<file path="config.mk">
export PLATFORM = sky130hd
export DESIGN_NAME = isbc_div
export DESIGN_NICKNAME = d
export VERILOG_FILES = /design/src/design/isbc_pkg.sv /design/src/design/isbc_div.sv
export SDC_FILE = /design/constraint.sdc
export NUM_CORES = 1
export LEC_CHECK = 0
export BUFFER_PORTS_ARGS = -buffer_cell sky130_fd_sc_hd__buf_2
export CAP_MARGIN = 30
export CORE_ASPECT_RATIO = 1.5
export CORE_MARGIN = 3
export CORE_UTILIZATION = 28
export DETAILED_ROUTE_END_ITERATION = 12
export PLACE_DENSITY = 0.49
export SETUP_SLACK_MARGIN = 0.05
export SLEW_MARGIN = 20
export SYNTH_ARGS = -nofsm -noshare
export SYNTH_HDL_FRONTEND = slang
export SYNTH_SLANG_ARGS = --single-unit
</file>
<file path="constraint.sdc">
create_clock -name clk -period 7.9 [get_ports clk]
set_clock_uncertainty 0.1 [all_clocks]
set_input_delay 1.185 -clock clk [delete_from_list [all_inputs] [get_ports clk]]
set_output_delay 1.185 -clock clk [all_outputs]
set_load 0.005 [all_outputs]
</file>
<file path="src/design/isbc_pkg.sv">
`timescale 1ns / 1ps
`default_nettype none
// ----------------------------------------------------------------------------
// IMU scale and bias calibration package
// Shared widths, constants, word types and the fixed-point scaling helpers.
// ----------------------------------------------------------------------------
package isbc_pkg;

  // Calibration length: one dropped sample, then CALIB_COUNT-1 summed samples.
  localparam int CALIB_COUNT = 65;

  localparam int N_AXES   = 6;
  localparam int N_ACCEL  = 3;
  localparam int AX_AZ    = 2;
  localparam int RAW_W    = 16;
  localparam int STATUS_W = 8;
  localparam int OUT_W    = 32;

  localparam logic [STATUS_W-1:0] STATUS_READY_MASK = 8'h03;

  // Scale factors: 9.80665 in Q8.24 and pi/180 in Q0.32.
  localparam int ACC_K_W = 29;
  localparam int GYR_K_W = 28;
  localparam logic signed [ACC_K_W-1:0] ONE_G_Q24   = ACC_K_W'(164528285);
  localparam logic signed [GYR_K_W-1:0] DEG2RAD_Q32 = GYR_K_W'(74961321);
  localparam int ONE_G_Q16 = 642689;

  localparam int PROD_W  = 44;
  localparam int SHIFT_W = 5;
  localparam int ACC_SHIFT_BASE = 22;
  localparam int GYR_SHIFT_BASE = 27;

  // Largest converted magnitude is about 1.03e7 (accel, 16 g), so 25 bits signed.
  localparam int PHYS_W = 25;
  localparam int SUM_W  = PHYS_W + $clog2(CALIB_COUNT);
  localparam int OFF_W  = PHYS_W + 1;
  localparam int SUMO_W = OFF_W + 1;

  localparam int CNT_W    = $clog2(CALIB_COUNT + 1);
  localparam int DIVISOR  = CALIB_COUNT - 1;
  localparam int DIV_HALF = DIVISOR / 2;
  localparam int NUM_W    = SUM_W + 1;

  localparam int Q_DEPTH = 2;
  localparam int Q_PTR_W = (Q_DEPTH > 1) ? $clog2(Q_DEPTH) : 1;
  localparam int Q_CNT_W = $clog2(Q_DEPTH + 1);

  // Configuration registers.
  localparam int PADDR_W = 3;
  localparam int PDATA_W = 32;
  localparam int ACC_RANGE_W = 2;
  localparam int GYR_RANGE_W = 3;
  localparam logic [ACC_RANGE_W-1:0] ACC_RANGE_RST = 2'd3;
  localparam logic [GYR_RANGE_W-1:0] GYR_RANGE_RST = 3'd3;
  localparam logic REG_IDX_ACCEL = 1'b0;
  localparam logic REG_IDX_GYRO  = 1'b1;

  // What the back end does with a word.
  typedef enum logic [2:0] {
    CLS_HOLD   = 3'd0,
    CLS_DROP   = 3'd1,
    CLS_ACC    = 3'd2,
    CLS_FINISH = 3'd3,
    CLS_APPLY  = 3'd4
  } cls_t;

  typedef struct packed {
    cls_t                          cls;
    logic [N_AXES-1:0][PHYS_W-1:0] phys;
  } entry_t;

  function automatic logic signed [PROD_W-1:0] mul_accel(input logic signed [RAW_W-1:0] raw);
    logic signed [PROD_W-1:0] a;
    logic signed [PROD_W-1:0] c;
    a = PROD_W'(raw);
    c = PROD_W'(ONE_G_Q24);
    return a * c;
  endfunction

  function automatic logic signed [PROD_W-1:0] mul_gyro(input logic signed [RAW_W-1:0] raw);
    logic signed [PROD_W-1:0] a;
    logic signed [PROD_W-1:0] c;
    a = PROD_W'(raw);
    c = PROD_W'(DEG2RAD_Q32);
    return a * c;
  endfunction

  // Shift right by k with rounding to nearest, ties away from zero.
  function automatic logic signed [PHYS_W-1:0] round_shr(input logic signed [PROD_W-1:0] p,
                                                          input logic [SHIFT_W-1:0] k);
    logic signed [PROD_W-1:0] half;
    logic signed [PROD_W-1:0] t;
    half = PROD_W'(1) << (k - SHIFT_W'(1));
    t    = p + half - PROD_W'(p[PROD_W-1]);
    return PHYS_W'(t >>> k);
  endfunction

endpackage
`default_nettype wire

</file>
<file path="src/design/isbc_div.sv">
`timescale 1ns / 1ps
`default_nettype none
// ----------------------------------------------------------------------------
// IMU calibration mean divider
// Turns the six axis sums into rounded, negated means and holds them as
// the offsets.
// ----------------------------------------------------------------------------
module isbc_div (
  input  logic                                               clk,
  input  logic                                               rst_n,
  input  logic                                               start,
  input  logic [isbc_pkg::N_AXES-1:0][isbc_pkg::SUM_W-1:0]   sums,
  output logic [isbc_pkg::N_AXES-1:0][isbc_pkg::OFF_W-1:0]   offsets
);

  logic [isbc_pkg::N_AXES-1:0][isbc_pkg::OFF_W-1:0]  offsets_r;
  logic [isbc_pkg::N_AXES-1:0][isbc_pkg::OFF_W-1:0]  offsets_nxt;
  logic [isbc_pkg::NUM_W-1:0]    sx [isbc_pkg::N_AXES];
  logic [isbc_pkg::NUM_W-1:0]    mag [isbc_pkg::N_AXES];
  logic [isbc_pkg::NUM_W-1:0]    rnd [isbc_pkg::N_AXES];
  logic [isbc_pkg::OFF_W-1:0]    q [isbc_pkg::N_AXES];

  assign offsets = offsets_r;

  always_comb begin
    for (int i = 0; i < isbc_pkg::N_AXES; i++) begin
      // Magnitude plus half the divisor gives round-half-away-from-zero.
      sx[i]          = isbc_pkg::NUM_W'($signed(sums[i]));
      mag[i]         = sx[i][isbc_pkg::NUM_W-1] ? -sx[i] : sx[i];
      rnd[i]         = mag[i] + isbc_pkg::NUM_W'(isbc_pkg::DIV_HALF);
      // The divisor is a power of two, so the quotient is a plain shift.
      q[i]           = isbc_pkg::OFF_W'(rnd[i] / isbc_pkg::NUM_W'(isbc_pkg::DIVISOR));
      offsets_nxt[i] = sx[i][isbc_pkg::NUM_W-1] ? q[i] : -q[i];
    end
  end

  always_ff @(posedge clk) begin
    if (!rst_n) begin
      offsets_r <= '0;
    end else if (start) begin
      offsets_r <= offsets_nxt;
    end
  end

endmodule
`default_nettype wire

</file>
==> results.yml <==
clock_tree:
  cts_tree: "built"
  cts_root_buf: "clkbuf_16"
  cts_buffer_depth: 2
  cts_made_buffers: 17
  cts_setup_buffers: 0
  cts_resized: 0
  cts_htree_levels: 4
  cts_sinks: 156
  clk_pin_slew_ns: 0.08
  holdBufCountCts: 0
  clock_latency_ns: 0.51
timing:
  tns_ns: 0
  worstMarginPinSlew_ns: 0.9670
  rsz0062_at_grt: "no"
  drv_slew: 0
  fin_crit_sh_pct: 70.65
  hold_violations: 0
  setup_viol: 0
  relSlewSlack_pct: 35.53
  fmax_ghz: 0.1792
  period_needed_ns: 5.581
  hold_ws_ns: 0.3582
route:
  vias: 22974
  first_pass_iters: 5
  wirelength_mm: 80.25
  wl_per_cell_microns: 19.53
  drc: 0
  first_iter_violations: 1405
  vias_per_cell: 5.590
  ant_nets: 0
grt:
  grt_pass1_vias: 22143
  overflow: 0
  antenna_found_initial: 12
  grtUsageTotal_pct: 19.93
  grt_start_max_net_pins: 84
  grt_pass1_wl_mm: 125.2
die:
  die_x_microns: 227.8
  core_sq_um: 72820
  start_util_pct: 28.37
  num_rows: 121
  die_y_microns: 338.7
  num_io_pins: 351
  die_area_sq_um: 77160
yosys:
  synth.net_count: 3155
  yosysSeqAreaShare_pct: 15.11
  yosys.area.top_type_share_pct: 15.11
  synth_edf_count: 0
  synth.area.top_cells: "dfxtp_1 15%, xnor2_1 9.5%, nor2_1 5.7%"
  syn_inst: 2948
  avgSynthCellArea_sq_um: 7.009
  synth_commonest_cells: "316 x nor2_1, 223 x xnor2_1, 208 x nand2_1"
  ys_seq_elements: 156
  yosysTopAreaCell: "dfxtp_1"
  synth_most_common_cell: "nor2_1"
  synthFlopType: "dfxtp_1"
  syn_area_sq_um: 20660
  ys_warn_count: 0
  async_flop_share_pct: 0
  ys_types: 110
worst_hold_path:
  hold_class: "reg -> reg"
  min_from: "offsets[20]"
critical_path:
  r2r_start: "offsets[67]"
  critPathLaunch: "sums[4]"
  path_class: "in -> reg"
  crit_path_max_fanout: 8
  cp.required_ns: 8.19
  cp.arrival_ns: 5.87
  startpoint_type: "input port"
  endpoint_kind: "flop"
cells_and_area:
  final_nets: 3312
  drive_gt1_share_pct: 15.88
  syn2layout_area_growth_pct: 13.98
  largest_reg_flops: 156
power_and_ir_drop:
  leakagePower_nw: 8.570
  ir_drop_mv: 0.1166
  p_per_area_nw_per_um2: 123.6
place:
  routabilityCongestion: 0.8685
  dp_hpwl_mm: 62.03
  io_buffer_count: 350
job:
  max_cap_viol_count: 0
run_status:
  status: "completed"
-- metal layers --
metal  part of all wire, %  wire length (microns)  track usage [%]  up-vias
li1                      -                      -                -    11381
met1                    41                  33130            22.88    10903
met2                    49                  39640            35.29      530
met3                   5.1                   4053            4.657      156
met4                   4.3                   3415            8.360        4
met5                 0.026                     21                0        -
-- final timing paths --
kind,endpoint,slack (ns),cells past startpoint
min,offsets[20],0.36,2
max,offsets[25],2.32,17
max reg2reg,offsets[67],6.80,2
min reg2reg,offsets[20],0.36,2
-- layout make-up --
type,instances,area (sq um)
fillers,8090,49270
multi-input cells,2489,16380
flip-flops and latches,156,3123
repair buffers,370,1927
well taps,984,1231
clock buffers,17,425.4
inverters,71,269.0
clock inverters,15,172.7
diodes,8,20.02
-- report_power, final --
group          internal, W  total, W  switching [W]
logic             0.000423   0.00112       0.000698
registers         0.000858  0.000900      0.0000418
clock network     0.000424  0.000888       0.000464
total              0.00171   0.00291        0.00120
-- worst max-delay path, stage by stage --
cell and delay [ns]:
buf_2 0.10, nor3_1 0.54, nand2_1 0.35, nand2_1 0.17, xnor2_1 0.13, ha_1 0.26
nand4b_1 0.10, or3_1 0.36, and3_1 0.31, a211oi_2 0.57, nand3_1 0.32, nor2_1 0.20
a2bb2o_1 0.33, xnor2_2 0.19, nor4_2 0.37, nor2_1 0.09, o31a_1 0.27
-- metrics by stage --
step	worst slack [ns]	instances	util (%)	cell area, sq um	power, W
after global routing	1.857	4105	32.32	23540	0.003102
after floorplan	1.247	2948	-	20660	0.001650
after detailed placement	1.865	4068	31.45	22900	0.002040
final	2.319	4110	32.34	23550	0.002910
after global placement	1.744	4067	31.43	22890	0.002040
after CTS	2.410	4100	32.27	23500	0.002957
-- cells in the final DEF, fill, tap and decap left out, types with 31 or more instances in the layout --
master      n
buf_2     350
nor2_1    314
xnor2_1   223
nand2_1   207
dfxtp_1   156
o21ai_0   148
a21oi_1   134
xor2_1    127
nand3_1   114
nor3_1    106
a211oi_1   84
inv_1      68
or3_1      62
a31oi_1    60
mux2i_1    58
nand4_1    56
nor4_1     52
o31ai_1    51
and3_1     47
or4_1      45
o211ai_1   31
-- cells by family (layout without fill, tap and decap cells) --
group | after synthesis | in the layout | share of synthesized area [%]
simple gates | 1240 | 1240 | 31.85
flops | 156 | 156 | 15.11
mux | 69 | 69 | 3.409
buf+inv | 303 | 473 | 5.686
xor+xnor | 353 | 353 | 15.13
compound gates | 813 | 813 | 27.99
other cells | 0 | 8 | 0
fa+ha+maj | 14 | 14 | 0.8235
Power figures use the tool's default switching activity.
