**src/design/isbc_pkg.sv**
```systemverilog
`timescale 1ns / 1ps
`default_nettype none
// ----------------------------------------------------------------------------
// IMU scale and bias calibration package
// Shared widths, constants, word types and the fixed-point scaling helpers.
// ----------------------------------------------------------------------------
package isbc_pkg;

  // Calibration length: one dropped sample, then CALIB_COUNT-1 summed samples.
  localparam int CALIB_COUNT = 65;

  localparam int N_AXES   = 6;
  localparam int N_ACCEL  = 3;
  localparam int AX_AZ    = 2;
  localparam int RAW_W    = 16;
  localparam int STATUS_W = 8;
  localparam int OUT_W    = 32;

  localparam logic [STATUS_W-1:0] STATUS_READY_MASK = 8'h03;

  // Scale factors: 9.80665 in Q8.24 and pi/180 in Q0.32.
  localparam int ACC_K_W = 29;
  localparam int GYR_K_W = 28;
  localparam logic signed [ACC_K_W-1:0] ONE_G_Q24   = ACC_K_W'(164528285);
  localparam logic signed [GYR_K_W-1:0] DEG2RAD_Q32 = GYR_K_W'(74961321);
  localparam int ONE_G_Q16 = 642689;

  localparam int PROD_W  = 44;
  localparam int SHIFT_W = 5;
  localparam int ACC_SHIFT_BASE = 22;
  localparam int GYR_SHIFT_BASE = 27;

  // Largest converted magnitude is about 1.03e7 (accel, 16 g), so 25 bits signed.
  localparam int PHYS_W = 25;
  localparam int SUM_W  = PHYS_W + $clog2(CALIB_COUNT);
  localparam int OFF_W  = PHYS_W + 1;
  localparam int SUMO_W = OFF_W + 1;

  localparam int CNT_W    = $clog2(CALIB_COUNT + 1);
  localparam int DIVISOR  = CALIB_COUNT - 1;
  localparam int DIV_HALF = DIVISOR / 2;
  localparam int NUM_W    = SUM_W + 1;

  localparam int Q_DEPTH = 2;
  localparam int Q_PTR_W = (Q_DEPTH > 1) ? $clog2(Q_DEPTH) : 1;
  localparam int Q_CNT_W = $clog2(Q_DEPTH + 1);

  // Configuration registers.
  localparam int PADDR_W = 3;
  localparam int PDATA_W = 32;
  localparam int ACC_RANGE_W = 2;
  localparam int GYR_RANGE_W = 3;
  localparam logic [ACC_RANGE_W-1:0] ACC_RANGE_RST = 2'd3;
  localparam logic [GYR_RANGE_W-1:0] GYR_RANGE_RST = 3'd3;
  localparam logic REG_IDX_ACCEL = 1'b0;
  localparam logic REG_IDX_GYRO  = 1'b1;

  // What the back end does with a word.
  typedef enum logic [2:0] {
    CLS_HOLD   = 3'd0,
    CLS_DROP   = 3'd1,
    CLS_ACC    = 3'd2,
    CLS_FINISH = 3'd3,
    CLS_APPLY  = 3'd4
  } cls_t;

  typedef struct packed {
    cls_t                          cls;
    logic [N_AXES-1:0][PHYS_W-1:0] phys;
  } entry_t;

  function automatic logic signed [PROD_W-1:0] mul_accel(input logic signed [RAW_W-1:0] raw);
    logic signed [PROD_W-1:0] a;
    logic signed [PROD_W-1:0] c;
    a = PROD_W'(raw);
    c = PROD_W'(ONE_G_Q24);
    return a * c;
  endfunction

  function automatic logic signed [PROD_W-1:0] mul_gyro(input logic signed [RAW_W-1:0] raw);
    logic signed [PROD_W-1:0] a;
    logic signed [PROD_W-1:0] c;
    a = PROD_W'(raw);
    c = PROD_W'(DEG2RAD_Q32);
    return a * c;
  endfunction

  // Shift right by k with rounding to nearest, ties away from zero.
  function automatic logic signed [PHYS_W-1:0] round_shr(input logic signed [PROD_W-1:0] p,
                                                          input logic [SHIFT_W-1:0] k);
    logic signed [PROD_W-1:0] half;
    logic signed [PROD_W-1:0] t;
    half = PROD_W'(1) << (k - SHIFT_W'(1));
    t    = p + half - PROD_W'(p[PROD_W-1]);
    return PHYS_W'(t >>> k);
  endfunction

endpackage
`default_nettype wire

```
**src/design/isbc_front.sv**
```systemverilog
`timescale 1ns / 1ps
`default_nettype none
// ----------------------------------------------------------------------------
// IMU calibration front end
// Accepts samples, classifies them and converts them to physical units.
// ----------------------------------------------------------------------------
module isbc_front (
  input  logic                                        clk,
  input  logic                                        rst_n,
  input  logic                                        in_valid,
  output logic                                        in_ready,
  input  logic [isbc_pkg::N_AXES-1:0][isbc_pkg::RAW_W-1:0] in_raw,
  input  logic [isbc_pkg::STATUS_W-1:0]               in_status,
  input  logic [isbc_pkg::ACC_RANGE_W-1:0]            accel_range,
  input  logic [isbc_pkg::GYR_RANGE_W-1:0]            gyro_range,
  input  logic                                        q_full,
  output logic                                        q_push,
  output isbc_pkg::entry_t                            q_entry
);

  logic                                    s1_v_r;
  logic                                    s1_v_nxt;
  isbc_pkg::cls_t                          s1_cls_r;
  logic signed [isbc_pkg::PROD_W-1:0]      s1_prod_r [isbc_pkg::N_AXES];
  logic [isbc_pkg::CNT_W-1:0]              cnt_r;
  logic [isbc_pkg::CNT_W-1:0]              cnt_nxt;
  logic                                    done_r;
  logic                                    done_nxt;
  isbc_pkg::cls_t                          cls;
  logic                                    accept;
  logic                                    smp_ready;
  logic [isbc_pkg::SHIFT_W-1:0]            k_acc;
  logic [isbc_pkg::SHIFT_W-1:0]            k_gyr;

  assign q_push   = s1_v_r && !q_full;
  assign in_ready = !s1_v_r || !q_full;
  assign accept   = in_valid && in_ready;
  assign s1_v_nxt = accept || (s1_v_r && !q_push);

  // The calibration sequence depends only on the order of ready samples,
  // so the front end tracks it and tags every word.
  always_comb begin
    smp_ready = |(in_status & isbc_pkg::STATUS_READY_MASK);
    cls       = isbc_pkg::CLS_HOLD;
    cnt_nxt   = cnt_r;
    done_nxt  = done_r;
    if (smp_ready) begin
      if (done_r) begin
        cls = isbc_pkg::CLS_APPLY;
      end else if (cnt_r == '0) begin
        cls     = isbc_pkg::CLS_DROP;
        cnt_nxt = isbc_pkg::CNT_W'(1);
      end else if (cnt_r < isbc_pkg::CNT_W'(isbc_pkg::CALIB_COUNT)) begin
        cls     = isbc_pkg::CLS_ACC;
        cnt_nxt = cnt_r + 1'b1;
      end else begin
        cls      = isbc_pkg::CLS_FINISH;
        done_nxt = 1'b1;
      end
    end
  end

  always_ff @(posedge clk) begin
    if (!rst_n) begin
      s1_v_r <= 1'b0;
      cnt_r  <= '0;
      done_r <= 1'b0;
    end else begin
      s1_v_r <= s1_v_nxt;
      if (accept) begin
        cnt_r  <= cnt_nxt;
        done_r <= done_nxt;
      end
    end
  end

  always_ff @(posedge clk) begin
    if (accept) begin
      s1_cls_r <= cls;
      for (int i = 0; i < isbc_pkg::N_ACCEL; i++) begin
        s1_prod_r[i] <= isbc_pkg::mul_accel($signed(in_raw[i]));
        s1_prod_r[i + isbc_pkg::N_ACCEL] <=
          isbc_pkg::mul_gyro($signed(in_raw[i + isbc_pkg::N_ACCEL]));
      end
    end
  end

  assign k_acc = isbc_pkg::SHIFT_W'(isbc_pkg::ACC_SHIFT_BASE) - isbc_pkg::SHIFT_W'(accel_range);
  assign k_gyr = isbc_pkg::SHIFT_W'(isbc_pkg::GYR_SHIFT_BASE) - isbc_pkg::SHIFT_W'(gyro_range);

  always_comb begin
    q_entry.cls = s1_cls_r;
    for (int i = 0; i < isbc_pkg::N_ACCEL; i++) begin
      q_entry.phys[i] = isbc_pkg::round_shr(s1_prod_r[i], k_acc);
      q_entry.phys[i + isbc_pkg::N_ACCEL] =
        isbc_pkg::round_shr(s1_prod_r[i + isbc_pkg::N_ACCEL], k_gyr);
    end
  end

endmodule
`default_nettype wire

```
**config.mk**
```make
export PLATFORM = sky130hd
export DESIGN_NAME = isbc_front
export DESIGN_NICKNAME = d
export VERILOG_FILES = /design/src/design/isbc_pkg.sv /design/src/design/isbc_front.sv
export SDC_FILE = /design/constraint.sdc
export NUM_CORES = 2
export LEC_CHECK = 0
export BUFFER_PORTS_ARGS = -buffer_cell sky130_fd_sc_hd__buf_2
export CAP_MARGIN = 20
export CORE_ASPECT_RATIO = 1.25
export CORE_MARGIN = 4
export CORE_UTILIZATION = 35
export CTS_CLUSTER_DIAMETER = 30
export DETAILED_ROUTE_END_ITERATION = 12
export GPL_TIMING_DRIVEN = 0
export HOLD_SLACK_MARGIN = 0.08
export PLACE_DENSITY = 0.54
export SYNTH_ARGS = -nofsm -noshare
export SYNTH_HDL_FRONTEND = slang
export SYNTH_SLANG_ARGS = --single-unit
```
**constraint.sdc**
```tcl
create_clock -name clk -period 11.1 [get_ports clk]
set_input_delay 1.11 -clock clk [delete_from_list [all_inputs] [get_ports clk]]
set_output_delay 1.11 -clock clk [all_outputs]
set_load 0.02 [all_outputs]
```
==> qor.csv <==
stage,metric,value,unit
outcome,run status,finished clean,
placed_design,Final GP Congestion,0.948,
drt,DRC viols,0,
clock_tree,Root Buffer Master,clkbuf_16,
drt,Vias,51300,
placed_design,IO Port Bufs,259,
worst_hold_path,"Endpoint, Worst Hold",cnt_r[6],
yosys,"Seq/Total Area, Yosys",12.2,%
die,DIE WIDTH,399,µm
setup_path,R2R cell count,6,
yosys,Yosys reg bits,276,
final_layout,Area Growth Syn to Fin,11.2,%
worst_hold_path,WHS Path Cells,2,
drt,final WL,190,mm
die,die area,199000,µm²
timing,Max Clock Skew,0.0304,ns
timing,Worst Hold Margin,0.503,ns
drt,Pre-antenna DRT Iters,7,
timing,Rel. slew slack,29.0,%
timing,post-route setup TNS,0,ns
yosys,"EDFF count, synth",267,
timing,Final setup viols,0,
clock_tree,Post-CTS Setup Bufs,0,
timing,Period minus WS final,10.65,ns
clock_tree,post-CTS sizing,0,
yosys,Synth top area share,25.9,%
timing,Max Clk Rate,93.9,MHz
setup_path,crit end category,primary output,
setup_path,Worst R2R Start,s1_v_r,
grt,gr usage total,19.2,%
yosys,synth unique cells,103,
yosys,syn_nets,9516,
yosys,Syn. warnings,0,
clock_tree,clk_lat worst skew,0.66,ns
setup_path,Worst EP required,9.99,ns
setup_path,CP Class,input port to primary output,
clock_tree,TritonCTS clock tree,built,
placed_design,HPWL Detailed,166,mm
die,IO Pins,268,
timing,share of the clock period used by the worst path,96.0,%
worst_hold_path,Hold Crit Start,cnt_r[6],
die,Core Area,190000,µm²
clock_tree,Clock Tree Buf Depth,3,
timing,final count of hold timing violations,0,
drt,drt via density,5.01,
clock_tree,clk slew on worst S/H paths,0.04,ns
die,die height,497,µm
yosys,Mapped Cells,7279,
grt,vias in the first global route,54400,
drt,DR iter-0 viols,2095,
clock_tree,TritonCTS Buffers,84,
run,max-cap violations,0,
drt,DR WL/cell,18.6,µm
yosys,Mapped Area,67000,µm²
final_layout,nets,9866,
setup_path,Crit Path Max Fanout,13,
clock_tree,hold buffer count at cts,0,
drt,Routed Antenna Nets,0,
yosys,"Async S/R FF share, synth",0,%
yosys,synthesized area per cell,9.21,µm²
yosys,largest cells by area after synthesis,"ha_1 26%, fa_1 22%, edfxtp_1 12%, inv_1 9.8%, xnor2_1 3.4%",
yosys,leading area contributor after synthesis,ha_1,
timing,Worst-Margin Slew,1.06,ns
worst_hold_path,Hold/Removal Path Class,flop to flop,
timing,RSZ-0062 raised after global routing,no,
timing,max-slew violation count,0,
grt,first-pass GRT wire length,300,mm
final_layout,post-route core utilization,39.2,%
grt,antenna violations before repair,35,
clock_tree,htree depth,3,
clock_tree,CTS Sinks,276,
setup_path,Crit Reg-Reg Endpoint,s1_prod_r[0][36],
yosys,top_reg_cell synth,edfxtp_1,
grt,total congestion overflow,0,
die,num rows,179,
die,Initial Utilization,35.2,%
setup_path,startpoint types,input port,
grt,largest net degree at the start of global routing,71,
setup_path,CP arrival,9.54,ns
setup_path,"setup slack, reg-to-reg",8.33,ns
final_layout,proportion of layout cells with a drive suffix above 1,7.46,%
==> logic make-up (layout without fill, tap and decap cells) <==
kind of cell	after synthesis	after routing	share of synthesized area [%]
compound gates	1391	1391	13.6
xor+xnor	381	381	5.00
fa+ha+maj	2124	2124	47.9
buf+inv	1860	2279	10.4
flops	276	276	12.2
mux	185	185	3.18
other cells	0	11	0
simple gates	1062	1062	7.61
==> final cells by class <==
cell class | count | area, µm²
diodes | 11 | 27.5
flip-flops and latches | 276 | 8200
inverters | 1751 | 6570
clock buffers | 96 | 2170
repair buffers | 264 | 1410
multi-input cells | 5143 | 51800
plain buffers | 109 | 437
clock inverters | 59 | 709
well taps | 2534 | 3170
fillers | 19300 | 116000
==> per-layer routing <==
layer | global-route usage, % | up-vias | share of wire, %
met1 | 22.7 | 24900 | 41
met3 | 3.13 | 306 | 4.6
met2 | 35.1 | 1068 | 51
li1 | - | 25000 | -
met4 | 5.81 | 16 | 3.3
met5 | 0 | - | 0.064
==> worst max-delay path by stage <==
stage	cells past startpoint	start	endpoint
finish	28	accel_range[0]	q_entry[20]
global route	28	accel_range[0]	q_entry[20]
CTS	28	accel_range[0]	q_entry[20]
detailed placement	28	accel_range[0]	q_entry[20]
global placement	8	q_full	cnt_r[2]
floorplan	7	q_full	cnt_r[5]
==> registers in the layout (all words and copies together) (netlist names) <==
signal and cells:
s1_prod_r 264, cnt_r 7, s1_cls_r 3, done_r 1
s1_v_r 1
==> cell usage after synthesis (all sizes together), types with 18 or more instances <==
cell type and number:
a21o 218, a31oi 47, clkbuf 90, nand3 98
or2 25, nor3 59, and4 18, o21bai 73
buf 19, mux2 73, and3 50, nor2 283
o21a 49, ha 1385, fa 739, nor2b 37
a211oi 50, nand2b 51, nand2 302, a21oi 420
nand4 33, o31ai 19, mux2i 97, o21ai 269
o211ai 45, inv 1750, edfxtp 267, xor2 122
and2 43, or3 26, xnor2 259
==> worst max-delay path: stages <==
cell,delay (ns)
buf_2,0.23
inv_1,0.11
clkbuf_1,0.56
clkbuf_2,0.49
clkdlybuf4s15_1,0.73
ha_1,0.40
inv_2,0.20
nor2_1,0.58
nand2_1,0.23
nor2_1,0.39
nand2_1,0.40
ha_1,0.41
inv_1,0.04
ha_1,0.32
a21o_1,0.19
a21o_1,0.17
a21oi_1,0.19
o21ai_0,0.15
a221o_1,0.37
a31oi_4,0.22
a21oi_2,0.13
a221oi_2,0.32
o21bai_1,0.12
xnor2_1,0.53
nor2_1,0.07
a2111oi_0,0.49
a221oi_1,0.15
buf_2,0.22
==> layout by cell type, fill, tap and decap left out, types with 59 or more instances in the layout <==
cell type,netlist,layout
inv_1,1748,1748
ha_1,1385,1385
fa_1,739,739
a21oi_1,416,416
nand2_1,302,302
nor2_1,283,283
edfxtp_1,267,267
buf_2,4,264
xnor2_1,257,257
o21ai_0,242,242
a21o_1,218,218
xor2_1,122,122
clkbuf_1,90,99
nand3_1,98,98
mux2i_1,97,97
clkbuf_16,0,85
mux2_2,73,73
o21bai_1,71,71
nor3_1,59,59
==> stage by stage <==
stage	area, µm²	cells	setup slack [ns]
finish	74500	10200	0.446
global route	74500	10200	0.131
CTS	74500	10200	0.326
detailed placement	71600	10100	0.361
global placement	71500	10100	-0.787
floorplan	67000	7279	2.15
Power is not shown: default switching activity piles up to over one toggle a cycle in this logic, so the estimate is an artifact.
