`config.mk`:
```
export PLATFORM = sky130hd
export DESIGN_NAME = isbc_back
export DESIGN_NICKNAME = d
export VERILOG_FILES = /design/src/design/isbc_pkg.sv /design/src/design/isbc_back.sv
export SDC_FILE = /design/constraint.sdc
export NUM_CORES = 1
export LEC_CHECK = 0
export ABC_AREA = 1
export ABC_CLOCK_PERIOD_IN_PS = 14800
export BUFFER_PORTS_ARGS = -buffer_cell sky130_fd_sc_hd__buf_2
export CORE_MARGIN = 3
export CORE_UTILIZATION = 50
export CTS_CLUSTER_SIZE = 40
export DETAILED_ROUTE_END_ITERATION = 16
export HOLD_SLACK_MARGIN = 0.05
export PLACE_DENSITY = 0.79
export SYNTH_ARGS = -nofsm -noshare
export SYNTH_HDL_FRONTEND = slang
export SYNTH_SLANG_ARGS = --single-unit
export TNS_END_PERCENT = 100
```
`constraint.sdc`:
```
create_clock -name clk -period 14.8 [get_ports clk]
set_input_delay 1.48 -clock clk [delete_from_list [all_inputs] [get_ports clk]]
set_output_delay 1.48 -clock clk [all_outputs]
set_load 0.05 [all_outputs]
```
`src/design/isbc_pkg.sv`:
```
`timescale 1ns / 1ps
`default_nettype none
// ----------------------------------------------------------------------------
// IMU scale and bias calibration package
// Shared widths, constants, word types and the fixed-point scaling helpers.
// ----------------------------------------------------------------------------
package isbc_pkg;

  // Calibration length: one dropped sample, then CALIB_COUNT-1 summed samples.
  localparam int CALIB_COUNT = 65;

  localparam int N_AXES   = 6;
  localparam int N_ACCEL  = 3;
  localparam int AX_AZ    = 2;
  localparam int RAW_W    = 16;
  localparam int STATUS_W = 8;
  localparam int OUT_W    = 32;

  localparam logic [STATUS_W-1:0] STATUS_READY_MASK = 8'h03;

  // Scale factors: 9.80665 in Q8.24 and pi/180 in Q0.32.
  localparam int ACC_K_W = 29;
  localparam int GYR_K_W = 28;
  localparam logic signed [ACC_K_W-1:0] ONE_G_Q24   = ACC_K_W'(164528285);
  localparam logic signed [GYR_K_W-1:0] DEG2RAD_Q32 = GYR_K_W'(74961321);
  localparam int ONE_G_Q16 = 642689;

  localparam int PROD_W  = 44;
  localparam int SHIFT_W = 5;
  localparam int ACC_SHIFT_BASE = 22;
  localparam int GYR_SHIFT_BASE = 27;

  // Largest converted magnitude is about 1.03e7 (accel, 16 g), so 25 bits signed.
  localparam int PHYS_W = 25;
  localparam int SUM_W  = PHYS_W + $clog2(CALIB_COUNT);
  localparam int OFF_W  = PHYS_W + 1;
  localparam int SUMO_W = OFF_W + 1;

  localparam int CNT_W    = $clog2(CALIB_COUNT + 1);
  localparam int DIVISOR  = CALIB_COUNT - 1;
  localparam int DIV_HALF = DIVISOR / 2;
  localparam int NUM_W    = SUM_W + 1;

  localparam int Q_DEPTH = 2;
  localparam int Q_PTR_W = (Q_DEPTH > 1) ? $clog2(Q_DEPTH) : 1;
  localparam int Q_CNT_W = $clog2(Q_DEPTH + 1);

  // Configuration registers.
  localparam int PADDR_W = 3;
  localparam int PDATA_W = 32;
  localparam int ACC_RANGE_W = 2;
  localparam int GYR_RANGE_W = 3;
  localparam logic [ACC_RANGE_W-1:0] ACC_RANGE_RST = 2'd3;
  localparam logic [GYR_RANGE_W-1:0] GYR_RANGE_RST = 3'd3;
  localparam logic REG_IDX_ACCEL = 1'b0;
  localparam logic REG_IDX_GYRO  = 1'b1;

  // What the back end does with a word.
  typedef enum logic [2:0] {
    CLS_HOLD   = 3'd0,
    CLS_DROP   = 3'd1,
    CLS_ACC    = 3'd2,
    CLS_FINISH = 3'd3,
    CLS_APPLY  = 3'd4
  } cls_t;

  typedef struct packed {
    cls_t                          cls;
    logic [N_AXES-1:0][PHYS_W-1:0] phys;
  } entry_t;

  function automatic logic signed [PROD_W-1:0] mul_accel(input logic signed [RAW_W-1:0] raw);
    logic signed [PROD_W-1:0] a;
    logic signed [PROD_W-1:0] c;
    a = PROD_W'(raw);
    c = PROD_W'(ONE_G_Q24);
    return a * c;
  endfunction

  function automatic logic signed [PROD_W-1:0] mul_gyro(input logic signed [RAW_W-1:0] raw);
    logic signed [PROD_W-1:0] a;
    logic signed [PROD_W-1:0] c;
    a = PROD_W'(raw);
    c = PROD_W'(DEG2RAD_Q32);
    return a * c;
  endfunction

  // Shift right by k with rounding to nearest, ties away from zero.
  function automatic logic signed [PHYS_W-1:0] round_shr(input logic signed [PROD_W-1:0] p,
                                                          input logic [SHIFT_W-1:0] k);
    logic signed [PROD_W-1:0] half;
    logic signed [PROD_W-1:0] t;
    half = PROD_W'(1) << (k - SHIFT_W'(1));
    t    = p + half - PROD_W'(p[PROD_W-1]);
    return PHYS_W'(t >>> k);
  endfunction

endpackage
`default_nettype wire

```
`src/design/isbc_back.sv`:
```
`timescale 1ns / 1ps
`default_nettype none
// ----------------------------------------------------------------------------
// IMU calibration back end
// Accumulates calibration sums, applies offsets and holds the result word.
// ----------------------------------------------------------------------------
module isbc_back (
  input  logic                                               clk,
  input  logic                                               rst_n,
  input  logic                                               pop_valid,
  input  isbc_pkg::entry_t                                   pop_data,
  output logic                                               pop,
  input  logic [isbc_pkg::N_AXES-1:0][isbc_pkg::OFF_W-1:0]   offsets,
  output logic                                               div_start,
  output logic [isbc_pkg::N_AXES-1:0][isbc_pkg::SUM_W-1:0]   sums,
  output logic                                               out_valid,
  input  logic                                               out_ready,
  output logic [isbc_pkg::N_AXES-1:0][isbc_pkg::OUT_W-1:0]   held,
  output logic                                               out_calibrated,
  output logic                                               out_fresh
);

  logic                                                  out_v_r;
  logic                                                  done_r;
  logic                                                  fresh_r;
  logic signed [isbc_pkg::SUM_W-1:0]                     sums_r [isbc_pkg::N_AXES];
  logic signed [isbc_pkg::SUM_W-1:0]                     sums_nxt [isbc_pkg::N_AXES];
  logic [isbc_pkg::N_AXES-1:0][isbc_pkg::OUT_W-1:0]      held_r;
  logic [isbc_pkg::N_AXES-1:0][isbc_pkg::OUT_W-1:0]      held_nxt;
  logic signed [isbc_pkg::SUMO_W-1:0]                    corr [isbc_pkg::N_AXES];
  logic                                                  is_apply;

  assign pop       = pop_valid && (!out_v_r || out_ready);
  assign div_start = pop && (pop_data.cls == isbc_pkg::CLS_FINISH);
  assign is_apply  = (pop_data.cls == isbc_pkg::CLS_APPLY);

  assign out_valid      = out_v_r;
  assign held           = held_r;
  assign out_calibrated = done_r;
  assign out_fresh      = fresh_r;

  always_comb begin
    for (int i = 0; i < isbc_pkg::N_AXES; i++) begin
      sums[i]     = sums_r[i];
      sums_nxt[i] = sums_r[i] + isbc_pkg::SUM_W'($signed(pop_data.phys[i]));
      if (i == isbc_pkg::AX_AZ) begin
        sums_nxt[i] = sums_nxt[i] - isbc_pkg::SUM_W'(isbc_pkg::ONE_G_Q16);
      end
      // The offset is a mean of converted samples, so the corrected value
      // stays far inside the 32-bit range and never reaches saturation.
      corr[i]     = isbc_pkg::SUMO_W'($signed(pop_data.phys[i]))
                  + isbc_pkg::SUMO_W'($signed(offsets[i]));
      held_nxt[i] = isbc_pkg::OUT_W'(corr[i]);
    end
  end

  always_ff @(posedge clk) begin
    if (!rst_n) begin
      out_v_r <= 1'b0;
      done_r  <= 1'b0;
      held_r  <= '0;
    end else begin
      out_v_r <= pop || (out_v_r && !out_ready);
      if (div_start) begin
        done_r <= 1'b1;
      end
      if (pop && is_apply) begin
        held_r <= held_nxt;
      end
    end
  end

  always_ff @(posedge clk) begin
    if (pop) begin
      fresh_r <= is_apply;
      case (pop_data.cls)
        isbc_pkg::CLS_DROP: begin
          for (int i = 0; i < isbc_pkg::N_AXES; i++) begin
            sums_r[i] <= '0;
          end
        end
        isbc_pkg::CLS_ACC: begin
          for (int i = 0; i < isbc_pkg::N_AXES; i++) begin
            sums_r[i] <= sums_nxt[i];
          end
        end
        default: begin
        end
      endcase
    end
  end

endmodule
`default_nettype wire

```
==> impl_metrics.env <==
export IMPL_syn_avg_cell_area_sq_um=5.936
export IMPL_clk_latency_ns=0.61
export IMPL_cpMaxStageDelayCell="inv_8"
export IMPL_dr_first_iter_drc_count=3915
export IMPL_cts_sinks=357
export IMPL_rrSetupSlack_ns=11.44
export IMPL_final_cell_mix="2112 x nand2_1, 1199 x inv_1, 868 x nor2_1, 701 x buf_2, 446 x a21oi_1"
export IMPL_setup_worst_path_class="in2reg"
export IMPL_cts_resized=0
export IMPL_finalCritPeriodShare_pct=27.55
export IMPL_p_sw_share_pct=39.73
export IMPL_slowest_delay_ns=0.93
export IMPL_worstPathCellList="buf_2 -> nor3b_4 -> nand2_4 -> inv_8 -> buf_4 -> o21ai_0 -> a31oi_1"
export IMPL_antenna_found_initial=5
export IMPL_numCtsBuffers=47
export IMPL_cp_end_kind="flop"
export IMPL_fmax_ghz=0.2452
export IMPL_cp_max_fo=194
export IMPL_gp_congestion=1.039
export IMPL_ios=702
export IMPL_mostFrequentLayoutCell="nand2_1"
export IMPL_num_nets_final=7722
export IMPL_clock_skew_ns=0.02771
export IMPL_dpl_hpwl_um=126500
export IMPL_drtAntennaViolNets=0
export IMPL_power_total_mw=3.509
export IMPL_async_reset_ff_share_pct=0
export IMPL_die_height_um=281.0
export IMPL_synth_cells=6372
export IMPL_grt_overflow=0
export IMPL_maxCapViolations=0
export IMPL_clock_power_share_pct=34.2
export IMPL_setup_slack_ns=10.72
export IMPL_drive_above_1_share_pct=11.51
export IMPL_ctsHoldBuffers=0
export IMPL_arrival_ns=4.60
export IMPL_vias=42690
export IMPL_wl_per_cell_um=18.97
export IMPL_cts_root_buffer="clkbuf_16"
export IMPL_htreeDepth=2
export IMPL_period_minus_slack_ns=4.078
export IMPL_post_cts_buffers=0
export IMPL_avgViaCountPerCell=5.312
export IMPL_slew_headroom_pct=17.76
export IMPL_firstDrtPassIters=6
export IMPL_finalHoldViolations=0
export IMPL_p_sw_mw=1.394
export IMPL_coreArea_sq_um=74700
export IMPL_p_leak_nw=25.15
export IMPL_port_buffers=701
export IMPL_cp_top_family="buffers and inverters"
export IMPL_ys_ff_latch=357
export IMPL_post_synth_instance_area_sq_um=37820
export IMPL_area_delta_synth_final_pct=14.97
export IMPL_powerDensity_nw_per_um2=80.70
export IMPL_worstPathRequired_ns=15.32
export IMPL_ff2ff_path_depth=8
export IMPL_grt_pass1_vias=39040
export IMPL_row_count=100
export IMPL_drc=0
export IMPL_tightest_slew_ns=1.232
export IMPL_reg2reg_from="out_valid"
export IMPL_p_seq_share_pct=31.5
export IMPL_holdPathEnd="out_calibrated"
export IMPL_initial_core_util_pct=50.63
export IMPL_dp_cells=7945
export IMPL_post_place_ws_ns=10.19
export IMPL_path_depth=7
export IMPL_grt_pass1_wl_um=226600
export IMPL_clk_path_buf_depth=3
export IMPL_hold_ws_ns=0.4719
export IMPL_min_delay_start="out_calibrated"
export IMPL_dieArea_sq_um=78980
export IMPL_synth_ff_type="edfxtp_1"
export IMPL_grt_setup_unrepaired="no"
export IMPL_synth_distinct_cells=43
export IMPL_p_int_mw=2.115
export IMPL_synth_warnings=0
export IMPL_yosysSeqAreaShare_pct=24.00
export IMPL_routed_wl_um=152500
export IMPL_cp_num_buf_inv=3
export IMPL_stdcell_count=8037
export IMPL_drv_slew=0
export IMPL_grt_max_degree=195
export IMPL_p_comb_share_pct=34.3
export IMPL_synth_nets=7069
export IMPL_cts_tree="built"
export IMPL_status="complete, no violations"
export IMPL_worst_r2r_endpoint="held[114]"
export IMPL_synth_enable_flop_cells=193
export IMPL_setup_viol=0
export IMPL_min_path_cells=2
export IMPL_hold_class="reg2reg"
export IMPL_startpoint_type="primary input"
export IMPL_gr_usage_all_layers_pct=37.10
export IMPL_ir_drop_mv=0.09651
export IMPL_path_clk_slew_ns=0.06
export IMPL_setup_tns_ns=0
export IMPL_die_w_um=281.0
-- synthesized netlist by cell type (5+ instances only) --
library cell | number | area [sq um]
o211ai_1 | 10 | 75.07
a311oi_1 | 5 | 43.79
nor2_1 | 868 | 3258
or2_2 | 13 | 81.33
buf_2 | 8 | 40.04
edfxtp_1 | 193 | 5796
o21ai_2 | 6 | 52.55
a21o_1 | 6 | 45.04
nand3_1 | 332 | 1662
inv_1 | 1199 | 4501
clkbuf_2 | 7 | 35.03
nand3b_1 | 20 | 150.1
o21bai_1 | 36 | 270.3
ha_1 | 372 | 4654
buf_6 | 15 | 168.9
a21oi_1 | 447 | 2237
nand2_1 | 2112 | 7928
fa_1 | 12 | 240.2
buf_1 | 13 | 48.80
dfxtp_1 | 164 | 3283
and2_1 | 14 | 87.58
nand4_1 | 53 | 331.6
a31oi_1 | 5 | 31.28
nor3_1 | 43 | 215.2
buf_4 | 45 | 337.8
o21a_1 | 13 | 97.59
nor4_1 | 6 | 37.54
xnor2_1 | 21 | 183.9
clkbuf_1 | 10 | 37.54
xor2_1 | 48 | 420.4
o21ai_0 | 257 | 1286
-- cells by family after synthesis --
family                   after synthesis  share of synthesized area [%]
AO/OA/AOI/OAI                        788                          11.01
buffers and inverters               1305                          13.85
flip-flops                           357                          24.00
XOR/XNOR                              69                          1.598
adder cells (fa/ha/maj)              384                          12.94
AND/OR/NAND/NOR                     3469                          36.60
-- metrics by stage --
stage / instance area, sq um / util [%]
global route: 43480 / 58.21
CTS: 43470 / 58.20
floorplan: 37820 / -
finish: 43480 / 58.21
global placement: 41900 / 56.10
detailed placement: 41900 / 56.10
-- sequential cells by signal, summed over array words and instances (netlist names) --
signal / flops
out_valid: 1
out_fresh: 1
out_calibrated: 1
held: 162
sums_r: 192
-- area by class of cell --
cell class | count | area (sq um)
Sequential cell | 357 | 9079
Inverter | 1203 | 4526
Antenna cell | 4 | 10.01
Clock inverter | 20 | 160.2
Tap cell | 969 | 1212
Clock buffer | 68 | 1411
Multi-Input combinational cell | 4710 | 23510
Fill cell | 7734 | 31210
Timing Repair Buffer | 706 | 3571
-- worst register-to-register path, stage by stage (launching register included) --
cell	delay, ns
dfxtp_1	0.31
nand2_2	0.07
nand2_1	0.08
inv_1	0.15
nand2_4	0.37
inv_8	0.97
buf_4	0.95
o21ai_0	0.18
a31oi_1	0.19
-- per-layer routing --
layer	share of wire, %	track usage (%)	vias up
li1	-	-	21260
met1	41	48.22	19300
met2	44	59.37	1771
met3	9.2	7.202	362
met4	5.3	17.36	0
met5	0	0	-
-- worst max path at each step --
stage,slack [ns],to,start
5_1_grt,10.54,held[4],pop_data[150]
6_report,10.72,held[114],pop_data[150]
4_1_cts,10.82,held[114],pop_data[150]
3_5_place_dp,10.19,held[105],pop_data[150]
2_1_floorplan,2.88,sums_r[0][0],out_ready
3_3_place_gp,10.30,held[106],pop_data[150]
-- power groups by stage --
stage               clock (mW)  combinational (mW)  sequential [mW]
CTS                       1.21                1.18             1.10
global placement             0                1.17             1.12
floorplan                    0               0.714             1.23
detailed placement           0                1.18             1.13
global route              1.25                1.33             1.11
finish                    1.20                1.20             1.11
(Power assumes the default switching activity.)
