### src/design/isbc_pkg.sv
`timescale 1ns / 1ps
`default_nettype none
// ----------------------------------------------------------------------------
// IMU scale and bias calibration package
// Shared widths, constants, word types and the fixed-point scaling helpers.
// ----------------------------------------------------------------------------
package isbc_pkg;

  // Calibration length: one dropped sample, then CALIB_COUNT-1 summed samples.
  localparam int CALIB_COUNT = 65;

  localparam int N_AXES   = 6;
  localparam int N_ACCEL  = 3;
  localparam int AX_AZ    = 2;
  localparam int RAW_W    = 16;
  localparam int STATUS_W = 8;
  localparam int OUT_W    = 32;

  localparam logic [STATUS_W-1:0] STATUS_READY_MASK = 8'h03;

  // Scale factors: 9.80665 in Q8.24 and pi/180 in Q0.32.
  localparam int ACC_K_W = 29;
  localparam int GYR_K_W = 28;
  localparam logic signed [ACC_K_W-1:0] ONE_G_Q24   = ACC_K_W'(164528285);
  localparam logic signed [GYR_K_W-1:0] DEG2RAD_Q32 = GYR_K_W'(74961321);
  localparam int ONE_G_Q16 = 642689;

  localparam int PROD_W  = 44;
  localparam int SHIFT_W = 5;
  localparam int ACC_SHIFT_BASE = 22;
  localparam int GYR_SHIFT_BASE = 27;

  // Largest converted magnitude is about 1.03e7 (accel, 16 g), so 25 bits signed.
  localparam int PHYS_W = 25;
  localparam int SUM_W  = PHYS_W + $clog2(CALIB_COUNT);
  localparam int OFF_W  = PHYS_W + 1;
  localparam int SUMO_W = OFF_W + 1;

  localparam int CNT_W    = $clog2(CALIB_COUNT + 1);
  localparam int DIVISOR  = CALIB_COUNT - 1;
  localparam int DIV_HALF = DIVISOR / 2;
  localparam int NUM_W    = SUM_W + 1;

  localparam int Q_DEPTH = 2;
  localparam int Q_PTR_W = (Q_DEPTH > 1) ? $clog2(Q_DEPTH) : 1;
  localparam int Q_CNT_W = $clog2(Q_DEPTH + 1);

  // Configuration registers.
  localparam int PADDR_W = 3;
  localparam int PDATA_W = 32;
  localparam int ACC_RANGE_W = 2;
  localparam int GYR_RANGE_W = 3;
  localparam logic [ACC_RANGE_W-1:0] ACC_RANGE_RST = 2'd3;
  localparam logic [GYR_RANGE_W-1:0] GYR_RANGE_RST = 3'd3;
  localparam logic REG_IDX_ACCEL = 1'b0;
  localparam logic REG_IDX_GYRO  = 1'b1;

  // What the back end does with a word.
  typedef enum logic [2:0] {
    CLS_HOLD   = 3'd0,
    CLS_DROP   = 3'd1,
    CLS_ACC    = 3'd2,
    CLS_FINISH = 3'd3,
    CLS_APPLY  = 3'd4
  } cls_t;

  typedef struct packed {
    cls_t                          cls;
    logic [N_AXES-1:0][PHYS_W-1:0] phys;
  } entry_t;

  function automatic logic signed [PROD_W-1:0] mul_accel(input logic signed [RAW_W-1:0] raw);
    logic signed [PROD_W-1:0] a;
    logic signed [PROD_W-1:0] c;
    a = PROD_W'(raw);
    c = PROD_W'(ONE_G_Q24);
    return a * c;
  endfunction

  function automatic logic signed [PROD_W-1:0] mul_gyro(input logic signed [RAW_W-1:0] raw);
    logic signed [PROD_W-1:0] a;
    logic signed [PROD_W-1:0] c;
    a = PROD_W'(raw);
    c = PROD_W'(DEG2RAD_Q32);
    return a * c;
  endfunction

  // Shift right by k with rounding to nearest, ties away from zero.
  function automatic logic signed [PHYS_W-1:0] round_shr(input logic signed [PROD_W-1:0] p,
                                                          input logic [SHIFT_W-1:0] k);
    logic signed [PROD_W-1:0] half;
    logic signed [PROD_W-1:0] t;
    half = PROD_W'(1) << (k - SHIFT_W'(1));
    t    = p + half - PROD_W'(p[PROD_W-1]);
    return PHYS_W'(t >>> k);
  endfunction

endpackage
`default_nettype wire

### src/design/isbc_queue.sv
`timescale 1ns / 1ps
`default_nettype none
// ----------------------------------------------------------------------------
// IMU calibration word queue
// Short first-word-fall-through queue between the front and back ends.
// ----------------------------------------------------------------------------
module isbc_queue (
  input  logic             clk,
  input  logic             rst_n,
  input  logic             push,
  input  isbc_pkg::entry_t push_data,
  output logic             full,
  input  logic             pop,
  output logic             pop_valid,
  output isbc_pkg::entry_t pop_data
);

  isbc_pkg::entry_t              mem_r [isbc_pkg::Q_DEPTH];
  logic [isbc_pkg::Q_PTR_W-1:0]  wr_ptr_r;
  logic [isbc_pkg::Q_PTR_W-1:0]  rd_ptr_r;
  logic [isbc_pkg::Q_CNT_W-1:0]  cnt_r;
  logic [isbc_pkg::Q_CNT_W-1:0]  cnt_nxt;

  function automatic logic [isbc_pkg::Q_PTR_W-1:0] ptr_inc(input logic [isbc_pkg::Q_PTR_W-1:0] p);
    return (p == isbc_pkg::Q_PTR_W'(isbc_pkg::Q_DEPTH - 1)) ? '0 : p + 1'b1;
  endfunction

  assign full      = (cnt_r == isbc_pkg::Q_CNT_W'(isbc_pkg::Q_DEPTH));
  assign pop_valid = (cnt_r != '0);
  assign pop_data  = mem_r[rd_ptr_r];

  always_comb begin
    cnt_nxt = cnt_r;
    if (push && !pop) begin
      cnt_nxt = cnt_r + 1'b1;
    end else if (pop && !push) begin
      cnt_nxt = cnt_r - 1'b1;
    end
  end

  always_ff @(posedge clk) begin
    if (!rst_n) begin
      wr_ptr_r <= '0;
      rd_ptr_r <= '0;
      cnt_r    <= '0;
    end else begin
      cnt_r <= cnt_nxt;
      if (push) begin
        wr_ptr_r <= ptr_inc(wr_ptr_r);
      end
      if (pop) begin
        rd_ptr_r <= ptr_inc(rd_ptr_r);
      end
    end
  end

  always_ff @(posedge clk) begin
    if (push) begin
      mem_r[wr_ptr_r] <= push_data;
    end
  end

endmodule
`default_nettype wire

### config.mk
export PLATFORM = sky130hd
export DESIGN_NAME = isbc_queue
export DESIGN_NICKNAME = d
export VERILOG_FILES = /design/src/design/isbc_pkg.sv /design/src/design/isbc_queue.sv
export SDC_FILE = /design/constraint.sdc
export NUM_CORES = 1
export LEC_CHECK = 0
export BUFFER_PORTS_ARGS = -buffer_cell sky130_fd_sc_hd__buf_4
export CAP_MARGIN = 20
export CORE_UTILIZATION = 25
export DETAILED_ROUTE_END_ITERATION = 7
export SYNTH_ARGS = -nofsm -noshare
export SYNTH_HDL_FRONTEND = slang
export SYNTH_SLANG_ARGS = --single-unit
### constraint.sdc
create_clock -name clk -period 11.9 [get_ports clk]
set_input_delay 2.38 -clock clk [delete_from_list [all_inputs] [get_ports clk]]
set_output_delay 2.38 -clock clk [all_outputs]
set_load 0.03 [all_outputs]
==> flow_metrics.tcl, run 1 <==
set metrics [dict create \
    hold_depth 2 \
    post_cts_buffers 0 \
    ys_types 17 \
    synth_edf_count 306 \
    routabilityCongestion 0.726 \
    vias_per_cell 3.95 \
    ctsRootBufferMaster "clkbuf_16" \
    synth.yosys.seq_area_share_pct 80.5 \
    hpwl_um 15800 \
    drt_iter0_markers 189 \
    crit_path_end_kind "output port" \
    fin_crit_sh_pct 45.8 \
    relSlewSlack_pct 29.1 \
    reg2reg_depth 2 \
    initial_core_util_pct 25.4 \
    critPathArrivalTime_ns 3.07 \
    cts_max_path_buffers 3 \
    grt_setup_unrepaired "false" \
    wirelength_um 24300 \
    drv_slew 0 \
    routedWlPerCell_um 16.6 \
    grt_overflow 0 \
    antenna_found_initial 0 \
    cts_buffers 37 \
    crit_type "reg2out" \
    ant_nets 0 \
    std_cell_rows 78 \
    syn_inst 498 \
    synth_flop_cell "edfxtp_1" \
    powerDensity_nw_per_um2 175 \
    leakage_nw 5.90 \
    num_antenna_cells 0 \
    yosysWarningCount 0 \
    tritoncts "built" \
    ys_async_sr_fraction_pct 0 \
    n_fill_cell 4403 \
    boundaryPins 312 \
    fmax_mhz 183 \
    hold_start "cnt_r[1]" \
    crit_fanout 43 \
    grt_pass1_wl_um 35900 \
    min_period_ns 5.45 \
    clock_skew_ns 0.0146 \
    clk_latency_ns 0.53 \
    peakVddDrop_mv 0.109 \
    drc 0 \
    dr.pass1.iters 4 \
    fp.dieW_um 217 \
    syn_area_um2 11500 \
    grtUsageTotal_pct 10.1 \
    clk_pin_slew_ns 0.06 \
    outcome "completed" \
    ff_latch_area_um2 9290 \
    die_h_um 217 \
    layout_commonest_cell "buf_4" \
    holdBufCountCts 0 \
    cts_sinks 311 \
    die_area_um2 47000 \
    post-route-util_pct 34.5 \
    ys_ff_latch 311 \
    htreeDepth 2 \
    synth_fp_nets 656 \
    io_buffers 311 \
    coreArea_um2 45500 \
    grt_max_degree 68 \
    tns_ns 0 \
    max_cap_violations 0 \
    hold_viol 0 \
    vias 5784 \
    finalWorstSetupSlack_ns 6.45 \
    preCtsSetupSlack_ns 6.91 \
    worstReg2RegStart "wr_ptr_r" \
    cp-start-kind "register" \
    area_delta_synth_final_pct 36.0 \
    multiInputGateArea_um2 2110 \
    whs_ns 0.524 \
    nets 996 \
    hold_path.class "reg2reg" \
    cts_resized 0 \
    drive_above_1_share_pct 60.6 \
    grt_pass1_vias 6153 \
    worst_pin_slew_ns 1.06 \
    syn-mean-instance-area_um2 23.2 \
    cp.required_ns 9.52 \
    final_cell_mix "318 x buf_4, 306 x edfxtp_1, 83 x mux2_2" \
    setup_viol 0 \
]
## critical path, cell delays in order, from the launching register on
cell and delay [ns]:
dfxtp_4 0.63, buf_4 0.62, buf_4 0.61, mux2_2 0.41, buf_4 0.17
## flip-flops by register name, indices dropped and copies added, names as in the netlist, named ones only
| register | cells |
|---|---|
| cnt_r | 2 |
| rd_ptr_r | 1 |
| wr_ptr_r | 1 |
| mem_r | 306 |
## report_power, final
part           total [W]  leakage [nW]  switching (W)  internal [W]
Combinational   0.000388          2.43       0.000216      0.000172
Clock            0.00107         0.554       0.000426      0.000640
Sequential       0.00129          2.91      0.0000170       0.00127
## worst paths after layout
| kind | endpoint | slack [ns] |
|---|---|---|
| worst min register to register | cnt_r[1] | 0.52 |
| worst max-delay path | pop_data[4] | 6.45 |
| worst max register to register | mem_r[0][93] | 9.39 |
| worst min-delay path | cnt_r[1] | 0.52 |
## metrics by stage
step           total power, W  instances  cell area (um2)
3_5_place_dp          0.00170       1399            14500
2_1_floorplan         0.00156        498            11500
3_3_place_gp          0.00170       1399            14500
5_1_grt               0.00285       1465            15700
4_1_cts               0.00279       1465            15700
6_report              0.00274       1465            15700
## per-layer routing
| metal | vias up | wire length [um] | global-route usage (%) |
|---|---|---|---|
| met5 | - | 0 | 0 |
| met4 | 0 | 664 | 3.73 |
| met3 | 46 | 2600 | 5.37 |
| met2 | 214 | 11500 | 16.3 |
| met1 | 2857 | 9610 | 11.3 |
| li1 | 2667 | - | - |
## cell families after synthesis
kind of cell | after synthesis | share of synthesized area [%]
DFF | 311 | 80.5
muxes | 153 | 17.2
buffers and inverters | 18 | 1.26
and+or+nand+nor | 9 | 0.488
AOI/OAI and AO/OA | 3 | 0.174
xor gates and xnor gates | 3 | 0.228
adders and majority gates | 1 | 0.108
## cell usage after synthesis, types with 2 or more instances
| library cell | number | area [um2] |
|---|---|---|
| edfxtp_1 | 306 | 9190 |
| mux2_2 | 83 | 935 |
| mux2_4 | 70 | 1050 |
| buf_6 | 9 | 101 |
| buf_2 | 8 | 40.0 |
| dfxtp_1 | 5 | 100 |
| and2_1 | 4 | 25.0 |
| nor2b_1 | 3 | 18.8 |
| xor2_1 | 2 | 17.5 |
## cell type report
cell class | count | share of cell area, %
sequential | 311 | 59.2
timing repair buffer | 318 | 15.2
multi-input combinational | 169 | 13.5
clock buffer | 48 | 6.17
inverter | 1 | 0.0239
clock inverter | 18 | 1.12
tap | 600 | 4.79
Note: power is estimated with default switching activity, not from simulation.
==> run 2: changes to the inputs <==
==> constraint.sdc (replaced) <==
create_clock -name clk -period 5.3 [get_ports clk]
set_input_delay 1.06 -clock clk [delete_from_list [all_inputs] [get_ports clk]]
set_output_delay 1.06 -clock clk [all_outputs]
set_load 0.03 [all_outputs]
==> flow_metrics.tcl, run 2 (synthesized netlist as in run 1, its figures left out) <==
set metrics [dict create \
    drt_iter0_markers 298 \
    drc 0 \
    relSlewSlack_pct 30.6 \
    drive_above_1_share_pct 61.1 \
    crit_path_end_kind "output port" \
    peakVddDrop_mv 0.392 \
    holdBufCountCts 0 \
    layout_commonest_cell "buf_4" \
    multiInputGateArea_um2 2110 \
    clock_skew_ns 0.0198 \
    io_buffers 311 \
    post_cts_buffers 0 \
    boundaryPins 312 \
    leakage_nw 5.87 \
    grtUsageTotal_pct 10.0 \
    dpl_cell_area_um2 14600 \
    grt_max_degree 92 \
    crit_end "pop_data[150]" \
    routabilityCongestion 0.706 \
    post-route-util_pct 34.4 \
    grt_overflow 0 \
    wirelength_um 24200 \
    min_period_ns 3.50 \
    ctsRootBufferMaster "clkbuf_16" \
    vias_per_cell 3.94 \
    powerDensity_nw_per_um2 384 \
    cp.required_ns 4.24 \
    worst_pin_slew_ns 1.04 \
    grt_pass1_wl_um 35600 \
    finalWorstSetupSlack_ns 1.80 \
    grt_pass1_vias 6297 \
    setup_viol 0 \
    r2r_setup_slack_ns 3.02 \
    reg_top3 "mem_r: 306 flops, cnt_r: 2 flops" \
    reg2reg_depth 2 \
    worstReg2RegStart "wr_ptr_r" \
    htreeDepth 2 \
    num_antenna_cells 0 \
    drv_slew 0 \
    die_h_um 217 \
    outcome "completed" \
    reg2reg_to "mem_r[1][99]" \
    cts_buffers 35 \
    ant_nets 0 \
    area_delta_synth_final_pct 35.6 \
    grt_setup_unrepaired "false" \
    cts_max_path_buffers 3 \
    vias 5749 \
    clk_latency_ns 0.52 \
    hold_path.class "reg2reg" \
    fmax_mhz 286 \
    cts_resized 0 \
    crit_type "reg2out" \
    routedWlPerCell_um 16.6 \
    hpwl_um 15800 \
    coreArea_um2 45500 \
    clk_pin_slew_ns 0.06 \
    tritoncts "built" \
    dr.pass1.iters 4 \
    preCtsSetupSlack_ns 2.20 \
    critPathArrivalTime_ns 2.44 \
    ff_latch_area_um2 9290 \
    tns_ns 0 \
    fp.dieW_um 217 \
    nets 996 \
    antenna_found_initial 1 \
    fin_crit_sh_pct 66.0 \
    cts_sinks 311 \
    max_cap_violations 0 \
    final_cell_mix "318 x buf_4, 306 x edfxtp_1, 83 x mux2_2" \
    final_cell_area_um2 15600 \
    hold_viol 0 \
    largest_register "mem_r" \
    die_area_um2 47000 \
    n_fill_cell 4403 \
    crit_fanout 44 \
    initial_core_util_pct 25.4 \
    std_cell_rows 78 \
    largest_reg_flops 306 \
    cp-start-kind "register" \
]
run 2: worst min-delay path by stage:
stage                     startpoint  slack [ns]  depth (start not counted)        to
after CTS                   cnt_r[1]        0.53                          2  cnt_r[1]
after global routing        cnt_r[1]        0.55                          2  cnt_r[1]
final                       cnt_r[1]        0.53                          2  cnt_r[1]
after floorplan             cnt_r[1]        0.47                          2  cnt_r[1]
after global placement      cnt_r[1]        0.49                          2  cnt_r[1]
after detailed placement    cnt_r[1]        0.52                          2  cnt_r[1]
run 2: power by group:
group | switching, W | internal (W) | total (W)
registers | 0.0000384 | 0.00285 | 0.00288
clock network | 0.000920 | 0.00133 | 0.00225
logic | 0.000487 | 0.000391 | 0.000877
run 2: layout make-up:
class                   count  share of cell area [%]
multi-input cells         169                    13.5
well taps                 600                    4.80
inverters                   1                  0.0240
clock inverters            12                   0.576
flip-flops and latches    311                    59.4
repair buffers            320                    15.5
clock buffers              46                    6.20
run 2: metrics by stage:
| stage | total power (W) | cells | hold slack, ns |
|---|---|---|---|
| after global placement | 0.00381 | 1401 | 0.485 |
| after CTS | 0.00613 | 1459 | 0.530 |
| final | 0.00601 | 1459 | 0.525 |
| after floorplan | 0.00348 | 498 | 0.468 |
| after global routing | 0.00625 | 1459 | 0.552 |
| after detailed placement | 0.00383 | 1401 | 0.515 |
run 2: critical path: stages, from the launching register on:
cell and delay [ns]:
dfxtp_4 0.64, buf_4 0.64, mux2_2 0.41, buf_4 0.17
run 2: metal layers:
metal	vias up	wire, um	track usage, %
li1	2658	-	-
met1	2827	9500	11.1
met2	212	11700	16.6
met3	50	2370	4.46
met4	2	656	4.34
met5	-	13	0
